### config.mk
export PLATFORM = sky130hd
export DESIGN_NAME = bounded_set_table_core
export DESIGN_NICKNAME = d
export VERILOG_FILES = /design/src/design/bst_pkg.sv /design/src/design/bst_ram.sv /design/src/design/bounded_set_table_core.sv
export SDC_FILE = /design/constraint.sdc
export NUM_CORES = 1
export LEC_CHECK = 0
export BUFFER_PORTS_ARGS = -buffer_cell sky130_fd_sc_hd__buf_2
export CAP_MARGIN = 20
export CORE_UTILIZATION = 62
export DETAILED_ROUTE_END_ITERATION = 10
export HOLD_SLACK_MARGIN = 0.12
export MAX_ROUTING_LAYER = met4
export PLACE_DENSITY = 0.83
export SYNTH_ARGS = -nofsm -noshare
export SYNTH_HDL_FRONTEND = slang
export SYNTH_SLANG_ARGS = --single-unit
### constraint.sdc
create_clock -name clock -period 4.8 [get_ports clock]
set_clock_uncertainty 0.1 [all_clocks]
set_input_delay 0.72 -clock clock [delete_from_list [all_inputs] [get_ports clock]]
set_output_delay 0.72 -clock clock [all_outputs]
set_load 0.05 [all_outputs]
### src/design/bst_pkg.sv
// Package for the bounded set table: port widths, operation codes and
// default sizes. Has no dependencies; imported by the top level.
`default_nettype none

package bst_pkg;

   localparam int DEF_CAPACITY      = 16;
   localparam int DEF_ELEMENT_WIDTH = 32;

   localparam int KIND_W  = 2;
   localparam int VALUE_W = 32;
   localparam int SLOT_W  = 4;
   localparam int COUNT_W = 5;

   typedef logic [KIND_W-1:0] kind_type;

   localparam kind_type KIND_ADD    = 2'd0;
   localparam kind_type KIND_REMOVE = 2'd1;
   localparam kind_type KIND_LOOKUP = 2'd2;
   localparam kind_type KIND_CLEAR  = 2'd3;

endpackage

`default_nettype wire

### src/design/bst_ram.sv
// Generic single-port-write, single-port-read RAM with a registered read.
// No dependencies; used by the bounded set table for its element store.
`default_nettype none

module bst_ram #(
   parameter int WIDTH = 32,
   parameter int DEPTH = 16
) (
   input  logic                                     clock,
   input  logic                                     wr_en,
   input  logic [((DEPTH > 1) ? $clog2(DEPTH) : 1)-1:0] wr_addr,
   input  logic [WIDTH-1:0]                         wr_data,
   input  logic                                     rd_en,
   input  logic [((DEPTH > 1) ? $clog2(DEPTH) : 1)-1:0] rd_addr,
   output logic [WIDTH-1:0]                         rd_data
);

   logic [WIDTH-1:0] store_ff [DEPTH];
   logic [WIDTH-1:0] rd_data_ff;

   always_ff @(posedge clock) begin
      if (wr_en) begin
         store_ff[wr_addr] <= wr_data;
      end
      if (rd_en) begin
         rd_data_ff <= store_ff[rd_addr];
      end
   end

   assign rd_data = rd_data_ff;

endmodule

`default_nettype wire

### src/design/bounded_set_table_core.sv
// Top level of the bounded set table: control sequencer, fill count and
// result register around one bst_ram element store. Depends on bst_pkg.
//
//   channel   direction  handshake              payload
//   req       in         req_valid / req_ready  req_kind, req_value
//   rsp       out        rsp_valid / rsp_ready  rsp_success, rsp_found,
//                                               rsp_found_slot, rsp_count,
//                                               rsp_empty_res
//
// One item at a time. A search reads one stored entry per cycle through the
// RAM read port and ends on a match or after the last stored entry; a remove
// that hits then reads the last entry and writes it into the freed slot, and
// a clear skips the search and goes straight to loading the result register.
// Reset (synchronous) empties the set; the RAM contents are not cleared.
// The result register frees the input side: the next item is taken while a
// result still waits, and only the final load stalls on rsp_ready.
`default_nettype none

module bounded_set_table_core #(
   parameter int CAPACITY      = bst_pkg::DEF_CAPACITY,
   parameter int ELEMENT_WIDTH = bst_pkg::DEF_ELEMENT_WIDTH
) (
   input  logic                         clock,
   input  logic                         reset,
   input  logic                         req_valid,
   output logic                         req_ready,
   input  bst_pkg::kind_type            req_kind,
   input  logic [bst_pkg::VALUE_W-1:0]  req_value,
   output logic                         rsp_valid,
   input  logic                         rsp_ready,
   output logic                         rsp_success,
   output logic                         rsp_found,
   output logic [bst_pkg::SLOT_W-1:0]   rsp_found_slot,
   output logic [bst_pkg::COUNT_W-1:0]  rsp_count,
   output logic                         rsp_empty_res
);

   import bst_pkg::*;

   localparam int CNT_W  = $clog2(CAPACITY + 1);
   localparam int IDX_W  = (CAPACITY > 1) ? $clog2(CAPACITY) : 1;
   localparam int CNT_XW = CNT_W + COUNT_W;
   localparam int IDX_XW = IDX_W + SLOT_W;
   localparam int VAL_XW = ELEMENT_WIDTH + VALUE_W;

   localparam logic [2:0] S_IDLE    = 3'd0;
   localparam logic [2:0] S_SCAN    = 3'd1;
   localparam logic [2:0] S_MOVE_RD = 3'd2;
   localparam logic [2:0] S_MOVE_WR = 3'd3;
   localparam logic [2:0] S_DONE    = 3'd4;

   logic [2:0]               state_ff, state_in;
   kind_type                 kind_ff, kind_in;
   logic [ELEMENT_WIDTH-1:0] val_ff, val_in;
   logic [CNT_W-1:0]         count_ff, count_in;
   logic [CNT_W-1:0]         issue_ff, issue_in;
   logic                     pend_ff, pend_in;
   logic [IDX_W-1:0]         pend_idx_ff, pend_idx_in;
   logic                     hit_ff, hit_in;
   logic [IDX_W-1:0]         slot_ff, slot_in;
   logic                     ok_ff, ok_in;

   logic                     rsp_valid_ff, rsp_valid_in;
   logic                     rsp_success_ff, rsp_success_in;
   logic                     rsp_found_ff, rsp_found_in;
   logic [SLOT_W-1:0]        rsp_slot_ff, rsp_slot_in;
   logic [COUNT_W-1:0]       rsp_count_ff, rsp_count_in;
   logic                     rsp_empty_ff, rsp_empty_in;

   logic                     wr_en;
   logic [IDX_W-1:0]         wr_addr;
   logic [ELEMENT_WIDTH-1:0] wr_data;
   logic                     rd_en;
   logic [IDX_W-1:0]         rd_addr;
   logic [ELEMENT_WIDTH-1:0] rd_data;

   logic [VAL_XW-1:0]        val_wide;
   logic [CNT_XW-1:0]        count_wide;
   logic [IDX_XW-1:0]        slot_wide;
   logic                     match;
   logic                     scan_end;

   bst_ram #(
      .WIDTH (ELEMENT_WIDTH),
      .DEPTH (CAPACITY)
   ) u_store (
      .clock   (clock),
      .wr_en   (wr_en),
      .wr_addr (wr_addr),
      .wr_data (wr_data),
      .rd_en   (rd_en),
      .rd_addr (rd_addr),
      .rd_data (rd_data)
   );

   assign val_wide   = VAL_XW'(req_value);
   assign count_wide = CNT_XW'(count_ff);
   assign slot_wide  = IDX_XW'(slot_ff);

   // The entry read last cycle is compared now; the scan ends on the first
   // match or once every stored slot has been issued and compared.
   assign match    = pend_ff && (rd_data == val_ff);
   assign scan_end = match || (issue_ff >= count_ff);

   always_comb begin
      state_in       = state_ff;
      kind_in        = kind_ff;
      val_in         = val_ff;
      count_in       = count_ff;
      issue_in       = issue_ff;
      pend_in        = 1'b0;
      pend_idx_in    = pend_idx_ff;
      hit_in         = hit_ff;
      slot_in        = slot_ff;
      ok_in          = ok_ff;
      rsp_valid_in   = rsp_valid_ff && !rsp_ready;
      rsp_success_in = rsp_success_ff;
      rsp_found_in   = rsp_found_ff;
      rsp_slot_in    = rsp_slot_ff;
      rsp_count_in   = rsp_count_ff;
      rsp_empty_in   = rsp_empty_ff;
      wr_en          = 1'b0;
      wr_addr        = count_ff[IDX_W-1:0];
      wr_data        = val_ff;
      rd_en          = 1'b0;
      rd_addr        = issue_ff[IDX_W-1:0];

      unique case (state_ff)
         S_IDLE: begin
            if (req_valid) begin
               kind_in  = req_kind;
               val_in   = val_wide[ELEMENT_WIDTH-1:0];
               issue_in = '0;
               hit_in   = 1'b0;
               slot_in  = '0;
               if (req_kind == KIND_CLEAR) begin
                  count_in = '0;
                  ok_in    = 1'b1;
                  state_in = S_DONE;
               end else begin
                  state_in = S_SCAN;
               end
            end
         end
         S_SCAN: begin
            if (scan_end) begin
               hit_in   = match;
               slot_in  = match ? pend_idx_ff : '0;
               state_in = S_DONE;
               case (kind_ff)
                  KIND_ADD: begin
                     if (!match && (count_ff < CNT_W'(CAPACITY))) begin
                        wr_en    = 1'b1;
                        count_in = count_ff + 1'b1;
                        ok_in    = 1'b1;
                     end else begin
                        ok_in = 1'b0;
                     end
                  end
                  KIND_REMOVE: begin
                     ok_in = match;
                     if (match) begin
                        count_in = count_ff - 1'b1;
                        state_in = S_MOVE_RD;
                     end
                  end
                  default: begin
                     ok_in = match;
                  end
               endcase
            end else begin
               rd_en       = 1'b1;
               pend_in     = 1'b1;
               pend_idx_in = issue_ff[IDX_W-1:0];
               issue_in    = issue_ff + 1'b1;
            end
         end
         S_MOVE_RD: begin
            // count_ff already holds the decremented count: it indexes the last entry.
            rd_en    = 1'b1;
            rd_addr  = count_ff[IDX_W-1:0];
            state_in = S_MOVE_WR;
         end
         S_MOVE_WR: begin
            wr_en    = 1'b1;
            wr_addr  = slot_ff;
            wr_data  = rd_data;
            state_in = S_DONE;
         end
         S_DONE: begin
            if (!rsp_valid_ff || rsp_ready) begin
               rsp_valid_in   = 1'b1;
               rsp_success_in = ok_ff;
               rsp_found_in   = hit_ff;
               rsp_slot_in    = slot_wide[SLOT_W-1:0];
               rsp_count_in   = count_wide[COUNT_W-1:0];
               rsp_empty_in   = (count_ff == '0);
               state_in       = S_IDLE;
            end
         end
         default: begin
            state_in = S_IDLE;
         end
      endcase
   end

   always_ff @(posedge clock) begin
      if (reset) begin
         state_ff     <= S_IDLE;
         count_ff     <= '0;
         pend_ff      <= 1'b0;
         rsp_valid_ff <= 1'b0;
      end else begin
         state_ff     <= state_in;
         count_ff     <= count_in;
         pend_ff      <= pend_in;
         rsp_valid_ff <= rsp_valid_in;
      end
      kind_ff        <= kind_in;
      val_ff         <= val_in;
      issue_ff       <= issue_in;
      pend_idx_ff    <= pend_idx_in;
      hit_ff         <= hit_in;
      slot_ff        <= slot_in;
      ok_ff          <= ok_in;
      rsp_success_ff <= rsp_success_in;
      rsp_found_ff   <= rsp_found_in;
      rsp_slot_ff    <= rsp_slot_in;
      rsp_count_ff   <= rsp_count_in;
      rsp_empty_ff   <= rsp_empty_in;
   end

   assign req_ready      = (state_ff == S_IDLE);
   assign rsp_valid      = rsp_valid_ff;
   assign rsp_success    = rsp_success_ff;
   assign rsp_found      = rsp_found_ff;
   assign rsp_found_slot = rsp_slot_ff;
   assign rsp_count      = rsp_count_ff;
   assign rsp_empty_res  = rsp_empty_ff;

endmodule

`default_nettype wire
After elaboration in Yosys (flattened, before gate mapping):

Memory sizes are Yosys's and may differ from the RTL's. A register that Yosys moved wholly into a read port is not among the register bits.
Index checks and enable logic that the tools add are counted.

* reduce and logical (&&, ||, !) cells: 21
* muxes and demuxes: 42
* bitwise operators: 2
* $add $sub $neg: 3
* equal/unequal tests: 15
* magnitude comparators: 2

Operators with widths (count)
* two-way mux 5 bit: 7
* equality test 32 bit: 1
* two-way mux 32 bit: 1
* case mux 5 bit (2 select lines): 3
* two-way mux 4 bit: 5
* two-way mux 3 bit: 6
* case mux 3 bit (5 select lines): 1
* two-way mux 1 bit: 14
* adder 5 x 1 -> 5 bit (second input constant): 2
* AND reduction 3 bit: 3
* != test 2 bit (second input constant): 4
* case mux 1 bit (2 select lines): 4
* case mux 4 bit (2 select lines): 1
* AND reduction 7 bit: 1
* equality test 3 x 2 -> 1 bit (second input constant): 2
* != test 3 bit (second input constant): 2
* AND reduction 2 bit: 3
* greater-or-equal comparator 5 bit: 1
* logical NOT 5 bit: 1
* less-than comparator 5 bit (second input constant): 1
* subtractor 5 x 1 -> 5 bit (second input constant): 1
* AND reduction 4 bit: 1
* equality test 3 x 1 -> 1 bit (second input constant): 1
* equality test 3 bit (second input constant): 1
* other kinds (12): 18

* memories kept: 1
* memory bits (writable): 512
* flip-flop bits (word level): 71
* word-level logic and storage cells: 102

Memories
* u_store.store_ff: words 16, width 32, rd ports 1, clocked after memory_dff 1, wr ports 1, RTL line bst_ram.sv:18 `logic [WIDTH-1:0] store_ff [DEPTH];`

Logic depth before layout (Yosys ltp):

Gate-level depths: netlist of run 1.

* depth after elaboration: 10
* mapped depth: 9
* depth with buffers taken out: 9

By module:

From an unflattened synthesis of run 1, not the netlist that was laid out.

* cells, all modules: 1134
* area total of the unflattened synthesis: 23881.7 um^2

By module, submodules not included
* bst_ram: cells an instance 838, times used 1, seq. area each 16335.7 um^2, area an instance 20155.6 um^2
* bounded_set_table_core: cells an instance 296, times used 1, seq. area each 2031.9 um^2, area an instance 3726.1 um^2

Worst setup path before layout of run 1:

OpenSTA, ideal clock, no wires.

* kind: reg2reg
* start point: register count_ff[1]
* end point: memory u_store.store_ff[13][0], enable pin
* data required time: 4279 ps
* clock period less this slack: 3474 ps
* slack: 1326 ps
* library setup time: 421 ps
* arrival: 2952 ps
* stages on the path, launching flop included: 9
* cell sequence: dfxtp_1 > inv_1 > ha_1 > a21o_1 > a21oi_1 > o21ai_0 > a31o_2 > nand3_1 > nor2_1

* longest elaborated chain between the ends: 8
* elaborated cells between the ends (all ways): 11
* classes of those cells: order compare (2); mux (7); reduce/logical (2)

Ends and longest elaborated chain
* start: declaration: RTL line bounded_set_table_core.sv:55 `logic [CNT_W-1:0] count_ff, count_in;`
* start signal: assignment: RTL line bounded_set_table_core.sv:215 `count_ff <= count_in;`
* less-than comparator 5 bit: RTL line bounded_set_table_core.sv:152 `if (!match && (count_ff < CNT_W'(CAPACITY))) begin`
* logical AND 1 bit: RTL line bounded_set_table_core.sv:152
* two-way mux 1 bit: RTL line bounded_set_table_core.sv:152
* two-way mux 1 bit: RTL line bounded_set_table_core.sv:150 `case (kind_ff)`
* two-way mux 1 bit: RTL line bounded_set_table_core.sv:146 `if (scan_end) begin`
* case mux 1 bit (2 select lines): RTL line bounded_set_table_core.sv:128 `unique case (state_ff)`
* two-way mux 1 bit: RTL line bst_ram.sv:22 `if (wr_en) begin`
* two-way mux 1 bit (not written as such): RTL line bst_ram.sv:23 `store_ff[wr_addr] <= wr_data;`
* end: declaration: RTL line bst_ram.sv:18

Parallel ways exist; a longest one is shown, timed or not.

Worst setup path in the final report of run 1:

* start point: register state_ff[0]
* end point: memory u_store.store_ff[10][8], enable pin

* longest elaborated chain between the ends: 4
* elaborated cells between the ends (all ways): 6
* classes of those cells: eq/ne (2); mux (4)

Ends and longest elaborated chain
* start: declaration: RTL line bounded_set_table_core.sv:52 `logic [2:0] state_ff, state_in;`
* start signal: assignment: RTL line bounded_set_table_core.sv:214 `state_ff <= state_in;`
* equality test 3 x 2 -> 1 bit or equality test 3 x 1 -> 1 bit (tied branches): RTL line bounded_set_table_core.sv:128
* case mux 1 bit (2 select lines): RTL line bounded_set_table_core.sv:128
* two-way mux 1 bit: RTL line bst_ram.sv:22
* two-way mux 1 bit (not written as such): RTL line bst_ram.sv:23

Parallel ways exist; a longest one is shown, timed or not.

==> flow_summary.ini, run 1 <==
[run_status]
outcome = complete, no violations

[yosys]
syn_area_um2 = 24200
netlist_instances = 1199
ys.flop_type = edfxtp_1
synth-seq-cells = 615
postSynthAreaPerCell_um2 = 20.2
synth_fp_nets = 1247
yosys_warnings = 0
synthDistinctLibCells = 46
synthArstFlopShare = 0
synth_edf_count = 605
ys_seq_area_frac = 0.759

[die]
die_y_um = 200
rows = 72
fp.coreArea_um2 = 38600
start_util = 0.628
dieArea_um2 = 39800
die_width_um = 200
ios = 52

[sta]
hold_ws_ps = 175
worst_slack_ps = 1160
drv_slew = 0
hold_violations = 0
layout_min_cycle_time_ps = 3640
tns_ps = 0
rsz0062_at_grt = false
setup-violations-final = 0
worstMarginPinSlew_ps = 1120
max_slew_margin = 0.248
fmax_mhz = 274
period_share = 0.759

[clock_network]
clk_latency_ps = 620
cts_resized = 0
postCtsHoldBufs = 0
cts_buffer_depth = 3
cts_setup_buffers = 0
path_clk_slew_ps = 60
cts.sink_count = 615
cts_tree = yes
cts_made_buffers = 57
htreeDepth = 2
cts_root_buf = clkbuf_16

[route]
drc_errors = 0
ant_nets = 0
first_pass_iters = 7
viasPerCell = 6.61
vias = 12242
totalWireLength_mm = 53.2
drtIter0Drc = 1451
wl_per_cell_um = 28.7

[power]
clkPwrFrac = 0.370
power.internal_mw = 8.82
peakVddDrop_uv = 465
power_frac_comb = 0.097
power_density_nw_per_um2 = 423
p_sw_frac = 0.230
power_frac_seq = 0.534
power_mw = 11.4
switchingPower_mw = 2.63
p_leak_nw = 8.65

[layout]
num-fill-cells = 2269
syn_to_final_growth_pct = 11.9
final_common_cell = edfxtp_1
layout_common_cells = edfxtp_1 (605), mux4_2 (128), nand2_1 (79), clkbuf_16 (57), buf_2 (51)
post_route_cells_drive_above_1_share = 0.275
final_cell_area_um2 = 27100
fin_nets = 1337

[placed_design]
dpl_cell_area_um2 = 25300
io_buffers = 51
place_hpwl_mm = 29.3
gp_congestion = 0.874
place_ws_ps = 1190

[grt]
grt_max_degree = 65
grt_pass1_wl_mm = 77.9
gr-total-overflow = 0
antenna_found_initial = 2
grt_pass1_vias = 12262
gr-usage-all-layers = 0.287

[setup_path]
start_kind = register
critPathRequiredTime_ps = 4960
critPathKind = reg2reg
crit_fanout = 32
worst-endpoint-arrival_ps = 3800
endpoint_kind = register

[worst_hold_path]
hp-class = in2reg

[run]
drv_cap = 0
-- synthesized netlist by cell type (all sizes together) (2+ instances only) --
library cell,count,share of area
a211oi,32,0.014
a21o,4,0.0012
a21oi,11,0.0023
a31o,2,0.00072
a31oi,35,0.0090
and2,37,0.0096
and3,3,0.00078
buf,27,0.0085
clkbuf,27,0.0042
dfxtp,10,0.0083
edfxtp,605,0.75
ha,9,0.0047
inv,15,0.0023
mux2,35,0.016
mux2i,2,0.00083
mux4,128,0.12
nand2,82,0.013
nand2b,8,0.0021
nand3,12,0.0025
nand4,5,0.0013
nor2,38,0.0062
nor2b,2,0.00052
nor3,7,0.0014
nor3b,4,0.0012
o211ai,2,0.00062
o21ai,10,0.0021
o31ai,2,0.00062
xnor2,23,0.0083
xor2,10,0.0036
-- per-layer routing --
metal  GRT usage  up-vias  part of all wire
met2       0.443      813              0.49
met3      0.0532      136              0.10
met5           -        -                 0
li1            -     5052                 -
met1       0.382     6241              0.37
met4       0.118        0             0.036
-- final cells by class --
class,instances,area (um2),share of cell area
Sequential cell,615,18400,0.678
Inverter,15,56.3,0.00208
Timing Repair Buffer,85,643,0.0237
Antenna cell,1,2.50,0.0000924
Multi-Input combinational cell,515,5660,0.209
Tap cell,518,648,0.0239
Clock buffer,69,1470,0.0543
Clock inverter,34,238,0.00878
-- worst max-delay path: stages, from the launching register on --
cell and delay [ps]:
dfxtp_1 440, nor2b_1 410, nand2_2 530, o21ai_0 380
nand3_1 370, nor2_4 550, buf_4 480
-- registers in the layout, indices dropped and copies added (netlist names), 2 cells and up --
signal,cells
rsp_count,5
state_ff,3
u_store.store_ff,512
rsp_found_slot,4
val_ff,32
issue_ff,5
pend_idx_ff,4
u_store.rd_data,32
count_ff,5
slot_ff,4
kind_ff,2
-- path summary, 6_finish.rpt --
kind | start | to | slack (ps) | cells past startpoint
worst max-delay path | state_ff[0]$_SDFFE_PP0P_ | u_store.store_ff[10][8]$_DFFE_PP_ | 1160 | 6
worst min-delay path | req_value[25] | val_ff[25]$_DFFE_PP_ | 180 | 1
worst max register to register | state_ff[0]$_SDFFE_PP0P_ | u_store.store_ff[10][8]$_DFFE_PP_ | 1160 | 6
worst min register to register | hit_ff$_SDFFCE_PN0P_ | rsp_found$_DFFE_PP_ | 320 | 0
-- metrics by stage --
stage / instances / util
floorplan: 1199 / -
global placement: 1743 / 0.655
detailed placement: 1747 / 0.657
CTS: 1850 / 0.702
global route: 1852 / 0.703
finish: 1852 / 0.703
-- power groups by stage --
stage                     clock [mW]  sequential, mW  combinational, mW
after global routing            4.46            6.12               1.17
final                           4.23            6.11               1.11
after detailed placement           0            6.23               1.09
after floorplan                    0            6.23              0.758
after CTS                       4.25            6.11               1.10
after global placement             0            6.22               1.06
-- logic make-up after synthesis --
| logic type | synth area share |
|---|---|
| simple gates | 0.0408 |
| fa+ha+maj | 0.00548 |
| compound gates | 0.0319 |
| flops | 0.759 |
| buf+inv | 0.0150 |
| xor+xnor | 0.0119 |
| mux | 0.136 |
No activity file was read; power rests on OpenSTA's default activity.
==> run 2, diff against run 1 <==
--- a/config.mk
+++ b/config.mk
@@ -7,11 +7,11 @@
 export LEC_CHECK = 0
 export BUFFER_PORTS_ARGS = -buffer_cell sky130_fd_sc_hd__buf_2
 export CAP_MARGIN = 20
-export CORE_UTILIZATION = 62
+export CORE_UTILIZATION = 56
 export DETAILED_ROUTE_END_ITERATION = 10
 export HOLD_SLACK_MARGIN = 0.12
 export MAX_ROUTING_LAYER = met4
-export PLACE_DENSITY = 0.83
+export PLACE_DENSITY = 0.79
 export SYNTH_ARGS = -nofsm -noshare
 export SYNTH_HDL_FRONTEND = slang
 export SYNTH_SLANG_ARGS = --single-unit
==> constraint.sdc (replaced) <==
create_clock -name clock -period 3.05 [get_ports clock]
set_clock_uncertainty 0.1 [all_clocks]
set_input_delay 0.4575 -clock clock [delete_from_list [all_inputs] [get_ports clock]]
set_output_delay 0.4575 -clock clock [all_outputs]
set_load 0.05 [all_outputs]
==> flow_summary.ini, run 2 (synthesis gave the netlist of run 1 again) <==
[setup_path]
rrSetupSlack_ps = 160
worst-endpoint-arrival_ps = 3150
endpoint_kind = register
start_kind = register
critPathKind = reg2reg
endpoint = u_store.store_ff[1][9]$_DFFE_PP_
ff2ff_path_depth = 9
r2r_end = u_store.store_ff[1][9]$_DFFE_PP_
regToRegStartpoint = val_ff[18]$_DFFE_PP_
critPathRequiredTime_ps = 3320
crit_fanout = 11
startpoint = val_ff[18]$_DFFE_PP_

[placed_design]
dpl_cell_area_um2 = 26600
gp_congestion = 0.889
io_buffers = 51
place_hpwl_mm = 32.8

[worst_hold_path]
hp-class = in2reg

[sta]
hold_violations = 0
rsz0062_at_grt = false
fmax_mhz = 346
worstMarginPinSlew_ps = 981
setup-violations-final = 0
layout_min_cycle_time_ps = 2890
max_slew_margin = 0.343
hold_ws_ps = 168
drv_slew = 0
period_share = 0.947

[route]
totalWireLength_mm = 55.4
ant_nets = 0
drc_errors = 0
drtIter0Drc = 1658
first_pass_iters = 5
vias = 12677
wl_per_cell_um = 27.5
viasPerCell = 6.30

[layout]
antennaDiodeCount = 0
final_cell_area_um2 = 28700
final_common_cell = edfxtp_1
regMostFlops = u_store.store_ff
post_route_cells_drive_above_1_share = 0.305
layout_common_cells = edfxtp_1 (605), mux4_2 (128), nand2_1 (79), buf_12 (64), clkbuf_16 (58)
syn_to_final_growth_pct = 18.4
largest_reg_flops = 512
fin_nets = 1438

[die]
rows = 75
start_util = 0.572
ios = 52
fp.coreArea_um2 = 42300
die_width_um = 210
dieArea_um2 = 44100
die_y_um = 210

[grt]
gr-total-overflow = 0
grt_max_degree = 53
grt_pass1_vias = 13035
grt_pass1_wl_mm = 82.8
antenna_found_initial = 0
gr-usage-all-layers = 0.268

[clock_network]
cts_setup_buffers = 0
cts_made_buffers = 58
cts_buffer_depth = 3
htreeDepth = 2
path_clk_slew_ps = 70
clk_latency_ps = 610
cts_root_buf = clkbuf_16
cts.sink_count = 615
cts_tree = yes

[power]
peakVddDrop_uv = 625
p_leak_nw = 9.31
power_density_nw_per_um2 = 629

[run]
drv_cap = 0

[run_status]
outcome = complete, no violations
-- run 2: changes by cell type in the layout (fill, tap and decap cells not counted), moves of 2 or more --
cell           previous run  this run
buf_12                    9        64
clkbuf_1                 12        14
clkinvlp_4                2         4
clkinv_2                  7        10
clkinv_1                 19        13
dfxtp_2                   0         2
bufinv_16                 3         1
buf_4                    24        33
dlygate4sd3_1             0        37
dfxtp_1                  10         8
-- run 2: critical path, stage by stage, from the launching register on --
cell and delay [ps]:
edfxtp_1 430, xor2_1 220, nor4_2 440, and4b_1 260, nand4_1 210, a31o_2 330
nand3_1 150, buf_12 150, nor2_4 90, buf_12 240
-- run 2: how the worst min path moves through the flow --
stage	start	to	slack, ps	cells past startpoint
floorplan	hit_ff$_SDFFCE_PN0P_	rsp_found$_DFFE_PP_	300	0
global placement	ok_ff$_SDFFCE_PN1P_	rsp_success$_DFFE_PP_	300	0
detailed placement	ok_ff$_SDFFCE_PN1P_	rsp_success$_DFFE_PP_	300	0
CTS	req_valid	state_ff[2]$_SDFFE_PP0P_	140	4
global route	req_valid	state_ff[0]$_SDFFE_PP0P_	220	5
finish	req_valid	state_ff[2]$_SDFFE_PP0P_	170	4
-- run 2: area by class of cell --
type	instances	area, um2
flip-flops and latches	615	18400
fillers	2534	13600
multi-input cells	515	5670
repair buffers	185	2150
clock buffers	72	1500
well taps	577	722
clock inverters	32	201
inverters	15	56.3
-- run 2: where the power goes --
| part | switching (mW) | total, mW | internal, mW |
|---|---|---|---|
| logic | 1.06 | 1.86 | 0.800 |
| registers | 0.0909 | 9.61 | 9.52 |
| clock network | 3.00 | 6.58 | 3.57 |
-- run 2: routing by layer --
layer,track usage,vias up,wire length [um]
met5,-,-,0
met4,0.0798,0,1260
met3,0.0426,102,4760
met2,0.421,708,27500
met1,0.368,6609,21800
li1,-,5258,-
-- run 2: repair_timing --
item / CTS / global route
endpoints found under the hold margin: 38 / 0
gates resized for setup: 1 / 3
hold buffers: 37 / 0
endpoints found under the setup margin: 17 / 147
gates cloned: 0 / 0
-- run 2: per-stage QoR --
step	utilization	setup WS (ps)	setup TNS, ps	std cells	power (mW)
5_1_grt	0.678	48.1	0	2011	18.6
2_1_floorplan	-	-424	-211770	1199	11.0
3_5_place_dp	0.628	16.4	0	1870	11.6
6_report	0.678	163	0	2011	18.1
3_3_place_gp	0.628	-8.01	-73.1	1870	11.5
4_1_cts	0.677	96.2	0	2011	18.1
